===== src/rtl/fir_filter_direct_form_core_macros.svh =====
// ----------------------------------------------------------------------------
// FIR filter core assertion macros
// Shared concurrent assertion forms for the filter RTL.
// ----------------------------------------------------------------------------
`ifndef FIR_FILTER_DIRECT_FORM_CORE_MACROS_SVH
`define FIR_FILTER_DIRECT_FORM_CORE_MACROS_SVH

// Same-cycle implication, checked outside reset
`define FIR_ASSERT_SAME(label, clk, rst_n, ante, cons, msg) \
    label: assert property (@(posedge clk) disable iff (!rst_n) (ante) |-> (cons)) \
        else $error(msg);

// Next-cycle implication, checked outside reset
`define FIR_ASSERT_NEXT(label, clk, rst_n, ante, cons, msg) \
    label: assert property (@(posedge clk) disable iff (!rst_n) (ante) |=> (cons)) \
        else $error(msg);

`endif


===== src/rtl/fir_pkg.sv =====
// ----------------------------------------------------------------------------
// FIR filter package
// Tap count, field widths, derived widths and shared types.
// ----------------------------------------------------------------------------
package fir_pkg;

    // Filter length, 1 to 64
    localparam int TAPS   = 64;

    // Field widths
    localparam int SMP_W  = 16;
    localparam int COEF_W = 16;
    localparam int TIX_W  = 6;
    localparam int FRAC_W = 15;

    // Derived widths
    localparam int IDX_W  = (TAPS > 1) ? $clog2(TAPS) : 1;
    localparam int CNT_W  = $clog2(TAPS + 1);
    localparam int PROD_W = SMP_W + COEF_W;
    localparam int ACC_W  = PROD_W + CNT_W;
    localparam int Q_W    = ACC_W - FRAC_W;

    // Word kinds
    localparam logic KIND_SAMPLE = 1'b0;
    localparam logic KIND_COEF   = 1'b1;

    typedef logic                     t_kind;
    typedef logic signed [SMP_W-1:0]  t_sample;
    typedef logic signed [COEF_W-1:0] t_coef;
    typedef logic [TIX_W-1:0]         t_tix;

endpackage


===== src/rtl/fir_if.sv =====
// ----------------------------------------------------------------------------
// FIR filter channels
// Valid/ready channels for input words and filtered output words.
// ----------------------------------------------------------------------------
interface fir_in_if;
    logic             valid;
    logic             ready;
    fir_pkg::t_kind   kind;
    fir_pkg::t_sample sample_in;
    fir_pkg::t_tix    tap_index;
    fir_pkg::t_coef   tap_value;

    modport source (output valid, kind, sample_in, tap_index, tap_value, input ready);
    modport sink   (input valid, kind, sample_in, tap_index, tap_value, output ready);
endinterface

interface fir_out_if;
    logic             valid;
    logic             ready;
    fir_pkg::t_sample left_out;
    fir_pkg::t_sample right_out;

    modport source (output valid, left_out, right_out, input ready);
    modport sink   (input valid, left_out, right_out, output ready);
endinterface


===== src/rtl/fir_filter_direct_form_core.sv =====
// A sample word passes the RUN, FLUSH and SCALE states before its output word is
// registered, and SCALE waits while an earlier output word is still held. The single
// shared multiply-accumulate unit visits one tap per cycle. Input is taken in IDLE only.
// Reset (synchronous, active low) empties the delay line through its fill count
// and clears the sequencer and output valid; coefficients stay unknown until written.
// ----------------------------------------------------------------------------
// FIR filter core
// Direct-form FIR: circular delay line, coefficient RAM, one pipelined MAC
// stepped over all taps, then scale by 2^-15 toward zero and saturate.
// ----------------------------------------------------------------------------
`include "fir_filter_direct_form_core_macros.svh"

module fir_filter_direct_form_core (
    input  logic      i_clk,
    input  logic      i_rst_n,
    fir_in_if.sink    i_in,
    fir_out_if.source o_out
);

    localparam int IDX_W  = fir_pkg::IDX_W;
    localparam int CNT_W  = fir_pkg::CNT_W;
    localparam int ACC_W  = fir_pkg::ACC_W;
    localparam int PROD_W = fir_pkg::PROD_W;
    localparam int Q_W    = fir_pkg::Q_W;

    localparam logic [IDX_W-1:0]        LAST_IDX = IDX_W'(fir_pkg::TAPS - 1);
    localparam logic [CNT_W-1:0]        FULL_CNT = CNT_W'(fir_pkg::TAPS);
    localparam logic signed [ACC_W-1:0] BIAS     = ACC_W'((2 ** fir_pkg::FRAC_W) - 1);
    localparam logic signed [Q_W-1:0]   Q_MAX    = Q_W'(32767);
    localparam logic signed [Q_W-1:0]   Q_MIN    = Q_W'(-32768);

    typedef enum logic [3:0] {
        ST_IDLE  = 4'b0001,
        ST_RUN   = 4'b0010,
        ST_FLUSH = 4'b0100,
        ST_SCALE = 4'b1000
    } t_state;

    // Storage
    fir_pkg::t_sample r_dmem [fir_pkg::TAPS];
    fir_pkg::t_coef   r_cmem [fir_pkg::TAPS];

    // Sequencer and pipeline control
    t_state              r_state, n_state;
    logic [IDX_W-1:0]    r_wp;
    logic [IDX_W-1:0]    r_rp;
    logic [IDX_W-1:0]    r_j;
    logic [CNT_W-1:0]    r_fill;
    logic                r_s1, r_l1, r_v1;
    logic                r_s2, r_l2;
    logic                r_ovalid;

    // Datapath
    fir_pkg::t_sample    r_dq;
    fir_pkg::t_coef      r_cq;
    logic signed [PROD_W-1:0] r_prod;
    logic signed [ACC_W-1:0]  r_acc;
    fir_pkg::t_sample    r_out;

    logic                n_in_acc;
    logic                n_smp_acc;
    logic                n_coef_acc;
    logic                n_out_acc;
    logic signed [ACC_W-1:0] n_bias;
    logic signed [Q_W-1:0]   n_q;
    fir_pkg::t_sample    n_y;

    // Handshake
    assign i_in.ready  = (r_state == ST_IDLE);
    assign n_in_acc    = i_in.valid && i_in.ready;
    assign n_smp_acc   = n_in_acc && (i_in.kind == fir_pkg::KIND_SAMPLE);
    assign n_coef_acc  = n_in_acc && (i_in.kind == fir_pkg::KIND_COEF)
                         && (int'(i_in.tap_index) < fir_pkg::TAPS);
    assign n_out_acc   = o_out.valid && o_out.ready;

    assign o_out.valid     = r_ovalid;
    assign o_out.left_out  = r_out;
    assign o_out.right_out = r_out;

    // Next state
    always_comb begin
        n_state = r_state;
        unique case (r_state)
            ST_IDLE:  if (n_smp_acc) n_state = ST_RUN;
            ST_RUN:   if (r_j == LAST_IDX) n_state = ST_FLUSH;
            ST_FLUSH: if (r_s2 && r_l2) n_state = ST_SCALE;
            ST_SCALE: if (!r_ovalid) n_state = ST_IDLE;
            default:  n_state = ST_IDLE;
        endcase
    end

    // Scale by 2^-15 toward zero, then saturate
    always_comb begin
        n_bias = r_acc + (r_acc[ACC_W-1] ? BIAS : '0);
        n_q    = Q_W'(n_bias >>> fir_pkg::FRAC_W);
        if (n_q > Q_MAX) begin
            n_y = fir_pkg::t_sample'(Q_MAX[fir_pkg::SMP_W-1:0]);
        end else if (n_q < Q_MIN) begin
            n_y = fir_pkg::t_sample'(Q_MIN[fir_pkg::SMP_W-1:0]);
        end else begin
            n_y = n_q[fir_pkg::SMP_W-1:0];
        end
    end

    // Control registers
    always_ff @(posedge i_clk) begin
        if (!i_rst_n) begin
            r_state  <= ST_IDLE;
            r_wp     <= '0;
            r_rp     <= '0;
            r_j      <= '0;
            r_fill   <= '0;
            r_s1     <= 1'b0;
            r_l1     <= 1'b0;
            r_s2     <= 1'b0;
            r_l2     <= 1'b0;
            r_ovalid <= 1'b0;
        end else begin
            r_state <= n_state;

            // Take a sample: advance the write pointer and, below full, the fill count
            if (n_smp_acc) begin
                r_rp <= r_wp;
                r_wp <= (r_wp == LAST_IDX) ? '0 : r_wp + 1'b1;
                r_j  <= '0;
                if (r_fill != FULL_CNT) begin
                    r_fill <= r_fill + 1'b1;
                end
            end else if (r_state == ST_RUN) begin
                // Step one tap back in time
                r_j  <= r_j + 1'b1;
                r_rp <= (r_rp == '0) ? LAST_IDX : r_rp - 1'b1;
            end

            // Pipeline valid and last-tap marks
            r_s1 <= (r_state == ST_RUN);
            r_l1 <= (r_state == ST_RUN) && (r_j == LAST_IDX);
            r_s2 <= r_s1;
            r_l2 <= r_l1;

            // Output word register
            if ((r_state == ST_SCALE) && !r_ovalid) begin
                r_ovalid <= 1'b1;
            end else if (n_out_acc) begin
                r_ovalid <= 1'b0;
            end
        end
    end

    // Memory writes
    always_ff @(posedge i_clk) begin
        if (n_smp_acc) begin
            r_dmem[r_wp] <= i_in.sample_in;
        end
        if (n_coef_acc) begin
            r_cmem[IDX_W'(i_in.tap_index)] <= i_in.tap_value;
        end
    end

    // Registered memory reads, multiply, accumulate
    always_ff @(posedge i_clk) begin
        r_dq   <= r_dmem[r_rp];
        r_cq   <= r_cmem[r_j];
        r_v1   <= (CNT_W'(r_j) < r_fill);
        // Keep the product signed: zero it for taps not yet filled
        if (r_v1) begin
            r_prod <= r_dq * r_cq;
        end else begin
            r_prod <= '0;
        end
        if (n_smp_acc) begin
            r_acc <= '0;
        end else if (r_s2) begin
            r_acc <= r_acc + ACC_W'(r_prod);
        end
        if ((r_state == ST_SCALE) && !r_ovalid) begin
            r_out <= n_y;
        end
    end

    // Checks
    `FIR_ASSERT_SAME(a_fill_bound, i_clk, i_rst_n, 1'b1, r_fill <= FULL_CNT,
                     "fill count beyond tap count")
    `FIR_ASSERT_SAME(a_mac_busy, i_clk, i_rst_n, r_s2,
                     (r_state == ST_RUN) || (r_state == ST_FLUSH),
                     "MAC active outside run")
    `FIR_ASSERT_NEXT(a_smp_start, i_clk, i_rst_n, n_smp_acc,
                     (r_state == ST_RUN) && (r_j == '0) && (r_acc == '0),
                     "sample word did not start a run")
    `FIR_ASSERT_NEXT(a_scale_out, i_clk, i_rst_n, (r_state == ST_SCALE) && !r_ovalid,
                     r_ovalid && (r_state == ST_IDLE), "scaled word not presented")

endmodule

===== src/flat_wrapper.sv =====
// flat-port wrapper written by rule: the top's interface ports become plain ports
module fir_filter_direct_form_core_flat 
  (i_clk, i_rst_n, i_in_valid, i_in_kind, i_in_sample_in, i_in_tap_index, i_in_tap_value, i_in_ready, o_out_valid, o_out_left_out, o_out_right_out, o_out_ready);
  fir_in_if i_in_i ();
  fir_out_if o_out_i ();
  input  logic i_clk;
  input  logic i_rst_n;
  input wire logic [$bits(i_in_i.valid)-1:0] i_in_valid;
  input wire logic [$bits(i_in_i.kind)-1:0] i_in_kind;
  input wire logic [$bits(i_in_i.sample_in)-1:0] i_in_sample_in;
  input wire logic [$bits(i_in_i.tap_index)-1:0] i_in_tap_index;
  input wire logic [$bits(i_in_i.tap_value)-1:0] i_in_tap_value;
  output wire logic [$bits(i_in_i.ready)-1:0] i_in_ready;
  output wire logic [$bits(o_out_i.valid)-1:0] o_out_valid;
  output wire logic [$bits(o_out_i.left_out)-1:0] o_out_left_out;
  output wire logic [$bits(o_out_i.right_out)-1:0] o_out_right_out;
  input wire logic [$bits(o_out_i.ready)-1:0] o_out_ready;
  assign i_in_i.valid = i_in_valid;
  assign i_in_i.kind = i_in_kind;
  assign i_in_i.sample_in = i_in_sample_in;
  assign i_in_i.tap_index = i_in_tap_index;
  assign i_in_i.tap_value = i_in_tap_value;
  assign i_in_ready = i_in_i.ready;
  assign o_out_valid = o_out_i.valid;
  assign o_out_left_out = o_out_i.left_out;
  assign o_out_right_out = o_out_i.right_out;
  assign o_out_i.ready = o_out_ready;
  fir_filter_direct_form_core u_core (.i_clk(i_clk), .i_rst_n(i_rst_n), .i_in(i_in_i), .o_out(o_out_i));
endmodule

===== config.mk =====
export PLATFORM = sky130hd
export DESIGN_NAME = fir_filter_direct_form_core_flat
export DESIGN_NICKNAME = d
export VERILOG_FILES = /design/src/rtl/fir_pkg.sv /design/src/rtl/fir_if.sv /design/src/rtl/fir_filter_direct_form_core.sv /design/src/flat_wrapper.sv
export VERILOG_INCLUDE_DIRS = /design/src /design/src/rtl
export SDC_FILE = /design/constraint.sdc
export NUM_CORES = 2
export LEC_CHECK = 0
export BUFFER_PORTS_ARGS = -buffer_cell sky130_fd_sc_hd__buf_2
export CELL_PAD_IN_SITES_DETAIL_PLACEMENT = 2
export CELL_PAD_IN_SITES_GLOBAL_PLACEMENT = 2
export CORE_MARGIN = 1.5
export CORE_UTILIZATION = 52
export CTS_BUF_LIST = sky130_fd_sc_hd__clkbuf_2
export DETAILED_ROUTE_END_ITERATION = 8
export PLACE_DENSITY = 0.86
export SLEW_MARGIN = 25
export SYNTH_ARGS = -nofsm -noshare
export SYNTH_HDL_FRONTEND = slang
export SYNTH_SLANG_ARGS = --single-unit
export TNS_END_PERCENT = 100

===== constraint.sdc =====
create_clock -name i_clk -period 7.01 [get_ports i_clk]
set_input_delay 0 -clock i_clk [delete_from_list [all_inputs] [get_ports i_clk]]
set_output_delay 0 -clock i_clk [all_outputs]
set_load 0.005 [all_outputs]

==> results.tsv, run 1 <==
metric	value	unit
ys_seq_area_share	67.5	%
synth_fp_nets	5553	
lastStage	detailed placement	
yosys-top-cells-area	edfxtp_1 (65%), mux4_2 (15%), fa_1 (5.5%), dfxtp_1 (2.9%), ha_1 (1.9%)	
port_buffers	76	
synth_top_area_cell	edfxtp_1	
globalplace.congestion	0.836	
die_x	433	um
netlist_area	0.0960	sq mm
hpwlAfterDp	236	mm
ios	77	
start_util	52.4	%
synth-async-reset-ratio	0	%
yosysMostFrequentCell	edfxtp_1	
yosysTopAreaCellShare	64.6	%
rows	157	
error_line	[ERROR DPL-0033] detailed placement checks failed during check placement.	
synth_cell_types	78	
ys_ff_latch	2202	
synth-edff-count	2064	
synth_ff_type	edfxtp_1	
syn_avg_cell_area	18.8	sq um
synthCells	5102	
die_y	433	um
yosys-top-cells-count	edfxtp_1 (2064), mux4_2 (634), inv_1 (320), fa_1 (263), nor2_1 (246)	
yosys_warnings	0	
status	stopped before the end	
## stage by stage
stage,instances,hold slack [ps],setup slack (ps),instance area (sq um)
global placement,7560,327,136,99800
floorplan,5102,98.9,952,96000
## cells by family after synthesis
group	Yosys count	synth area share, %
buffers and inverters	581	2.43
flip-flops	2202	67.5
adder cells (fa/ha/maj)	408	7.38
AO/OA/AOI/OAI	325	2.27
XOR/XNOR	88	0.803
multiplexers	706	15.6
AND/OR/NAND/NOR	792	4.01
==> run 2: changes to the inputs <==
- CELL_PAD_IN_SITES_DETAIL_PLACEMENT: 2 -> unset
- CELL_PAD_IN_SITES_GLOBAL_PLACEMENT: 2 -> unset
- CORE_UTILIZATION: 52 -> 40
- CTS_BUF_LIST: sky130_fd_sc_hd__clkbuf_2 -> unset
- PLACE_DENSITY: 0.86 -> unset
- PLACE_DENSITY_LB_ADDON: unset -> 0.15
==> run 2 against run 1 <==
Against the previous run:
- the flow now finishes without violations
- area after synthesis is the same
- synthesized cell count is the same
==> results.tsv, run 2 <==
metric	value	unit
hold_class	in2reg	
setup_ws	472	ps
ios	77	
fmax	0.153	GHz
syn_avg_cell_area	18.8	sq um
numCtsBuffers	226	
p_per_area	369	mW/mm^2
ys_seq_area_share	67.5	%
worstPathCellList	and2_1 -> fa_1 -> inv_1 -> fa_1 -> fa_1 -> inv_1 -> fa_1 -> fa_1 -> inv_1 -> fa_1 -> inv_1 -> ha_1 -> nand4_1 -> o41ai_2 -> a41oi_1 -> a2111oi_1 -> o22ai_1 -> xnor2_1 -> and2_1	
antenna_found_initial	5	
yosys_warnings	0	
worst_slew_pin_slew	1070	ps
yosysMostFrequentCell	edfxtp_1	
yosys-top-cells-area	edfxtp_1 (65%), mux4_2 (15%), fa_1 (5.5%), dfxtp_1 (2.9%), ha_1 (1.9%)	
final_cell_mix	edfxtp_1 (2064), mux4_2 (634), inv_1 (320), fa_1 (263), clkbuf_16 (227)	
cts_max_level	4	
clock_latency	920	ps
layout_commonest_cell	edfxtp_1	
max_cap_viol_count	0	
drc	0	
finalSetupViolations	0	
die_area	0.243	sq mm
synthCells	5102	
multi_input_area	0.0292	sq mm
cts-root-buf	clkbuf_16	
cts_buffer_depth	3	
grt_overflow	0	
placed_area	0.101	sq mm
path_max_fanout	16	
fin_cells	8739	
irDropWorstVdd	0.000834	V
cts_sinks	2202	
slowest_delay	720	ps
reg2reg_depth	19	
r2r-end	u_core.r_prod[31]$_SDFF_PN0_	
synth_fp_nets	5553	
cp-start-kind	flop	
synthToLayoutAreaGrowth	13.2	%
cp-end-kind	flop	
postCtsSetupBuffers	0	
ys_ff_latch	2202	
finClkSkew	122	ps
fin_area	0.109	sq mm
first_pass_iters	7	
cts_tree	done	
r2r_slack	470	ps
vias_per_cell	5.42	
grt_pass1_vias	49696	
path_clk_slew	70	ps
hold_viol_final	0	
fill_cells	20332	
hpwlAfterDp	139	mm
globalplace.congestion	0.812	
drtIter0Drc	4104	
grt_first_pass_wirelength	345	mm
yosysTopAreaCellShare	64.6	%
crit_required	7750	ps
grt_start_max_net_pins	117	
status	finished clean	
core_area	0.238	sq mm
arrival	7270	ps
layout.nets	5827	
rsz0062_at_grt	no	
endpoint	u_core.r_prod[31]$_SDFF_PN0_	
grt_usage	19.4	%
regArea	0.0648	sq mm
cellLeakagePower	0.0353	uW
yosys-top-cells-count	edfxtp_1 (2064), mux4_2 (634), inv_1 (320), fa_1 (263), nor2_1 (246)	
dp.cells	8269	
fin_crit	6540	ps
layout-drive-gt1-share	24.0	%
reg2reg_from	u_core.r_dq[12]$_DFF_P_	
rows	179	
routed_wl	234	mm
final_util	45.6	%
cp.depth	19	
avgRoutedWirePerCell	26.7	um
slew_headroom	28.9	%
critPathBufInv	4	
start_util	40.3	%
synth_cell_types	78	
crit_start	u_core.r_dq[12]$_DFF_P_	
place_ws	22.6	ps
synth_ff_type	edfxtp_1	
netlist_area	0.0960	sq mm
fin_tns_setup	0	ps
synth-async-reset-ratio	0	%
synth-edff-count	2064	
period_share	93.3	%
die_y	493	um
top_regs	u_core.r_cmem (1024), u_core.r_dmem (1024), u_core.r_acc (39)	
die_x	493	um
crit_family	adder cells	
path_class	reg2reg	
finalMaxSlewViolations	0	
synth_top_area_cell	edfxtp_1	
port_buffers	76	
cpMostUsedCell	fa_1	
crit_path_top_delay_cell	dfxtp_1	
num_vias	47387	
ant_nets	0	
==> run 2: cell counts after synthesis <==
No cell type changed its count.
==> run 2: cells by family after synthesis <==
group	count (synthesis)	share of synthesized area, %
compound gates	325	2.27
xor+xnor	88	0.803
fa+ha+maj	408	7.38
buf+inv	581	2.43
flops	2202	67.5
mux	706	15.6
simple gates	792	4.01
==> run 2: area by class of cell <==
type	instances	share of cell area [%]
tap	3167	3.65
inverter	320	1.11
timing repair buffer	307	2.18
clock buffer	292	5.48
multi-input combinational	2319	26.8
sequential	2202	59.6
clock inverter	126	1.12
antenna	6	0.0138
==> run 2: worst reg2reg max path, cell delays in order (launching register included) <==
cell,delay (ps)
dfxtp_1,720
and2_1,250
fa_1,390
inv_1,80
fa_1,450
fa_1,540
inv_1,70
fa_1,500
fa_1,490
inv_1,50
fa_1,470
inv_1,40
ha_1,410
nand4_1,170
o41ai_2,490
a41oi_1,280
a2111oi_1,510
o22ai_1,180
xnor2_1,140
and2_1,170
==> run 2: worst min path at each step <==
stage,startpoint,to,slack (ps),cells past startpoint
global placement,o_out_ready,u_core.o_out.valid$_SDFFE_PN0P_,340,3
floorplan,i_in_tap_value[0],u_core.r_cmem[0][0]$_DFFE_PP_,100,0
CTS,i_in_tap_index[1],u_core.r_cmem[63][14]$_DFFE_PP_,0.2,4
finish,i_in_tap_index[1],u_core.r_cmem[63][1]$_DFFE_PP_,100,4
global route,i_in_tap_value[6],u_core.r_cmem[18][6]$_DFFE_PP_,80,2
detailed placement,o_out_ready,u_core.o_out.valid$_SDFFE_PN0P_,340,3
==> run 2: where the power goes <==
part | switching, uW | leakage [uW] | internal, uW
sequential | 115 | 0.0197 | 14500
clock | 5150 | 0.00346 | 6430
combinational | 7860 | 0.0122 | 6060
total | 13100 | 0.0353 | 27000
==> run 2: metal layers <==
metal / global-route usage (%) / wire (um) / vias to the layer above
met3: 2.56 / 9960 / 293
met1: 28.0 / 106000 / 25547
met5: 0 / 7 / -
met4: 4.77 / 5090 / 2
li1: - / - / 20472
met2: 31.5 / 113000 / 1073
==> run 2: repair_timing <==
item | 4_1_cts | 5_1_grt
endpoints found under the setup margin | 0 | 3
resized for setup | 0 | 11
endpoints found under the hold margin | 2701 | 0
hold buffers | 46 | 0
==> run 2: through the flow <==
stage	hold slack (ps)	power (uW)
3_3_place_gp	338	28800
5_1_grt	75.5	42900
6_report	96.8	40100
3_5_place_dp	343	28800
2_1_floorplan	98.9	25300
4_1_cts	0.160	40400
No activity file was read; power rests on OpenSTA's default activity.
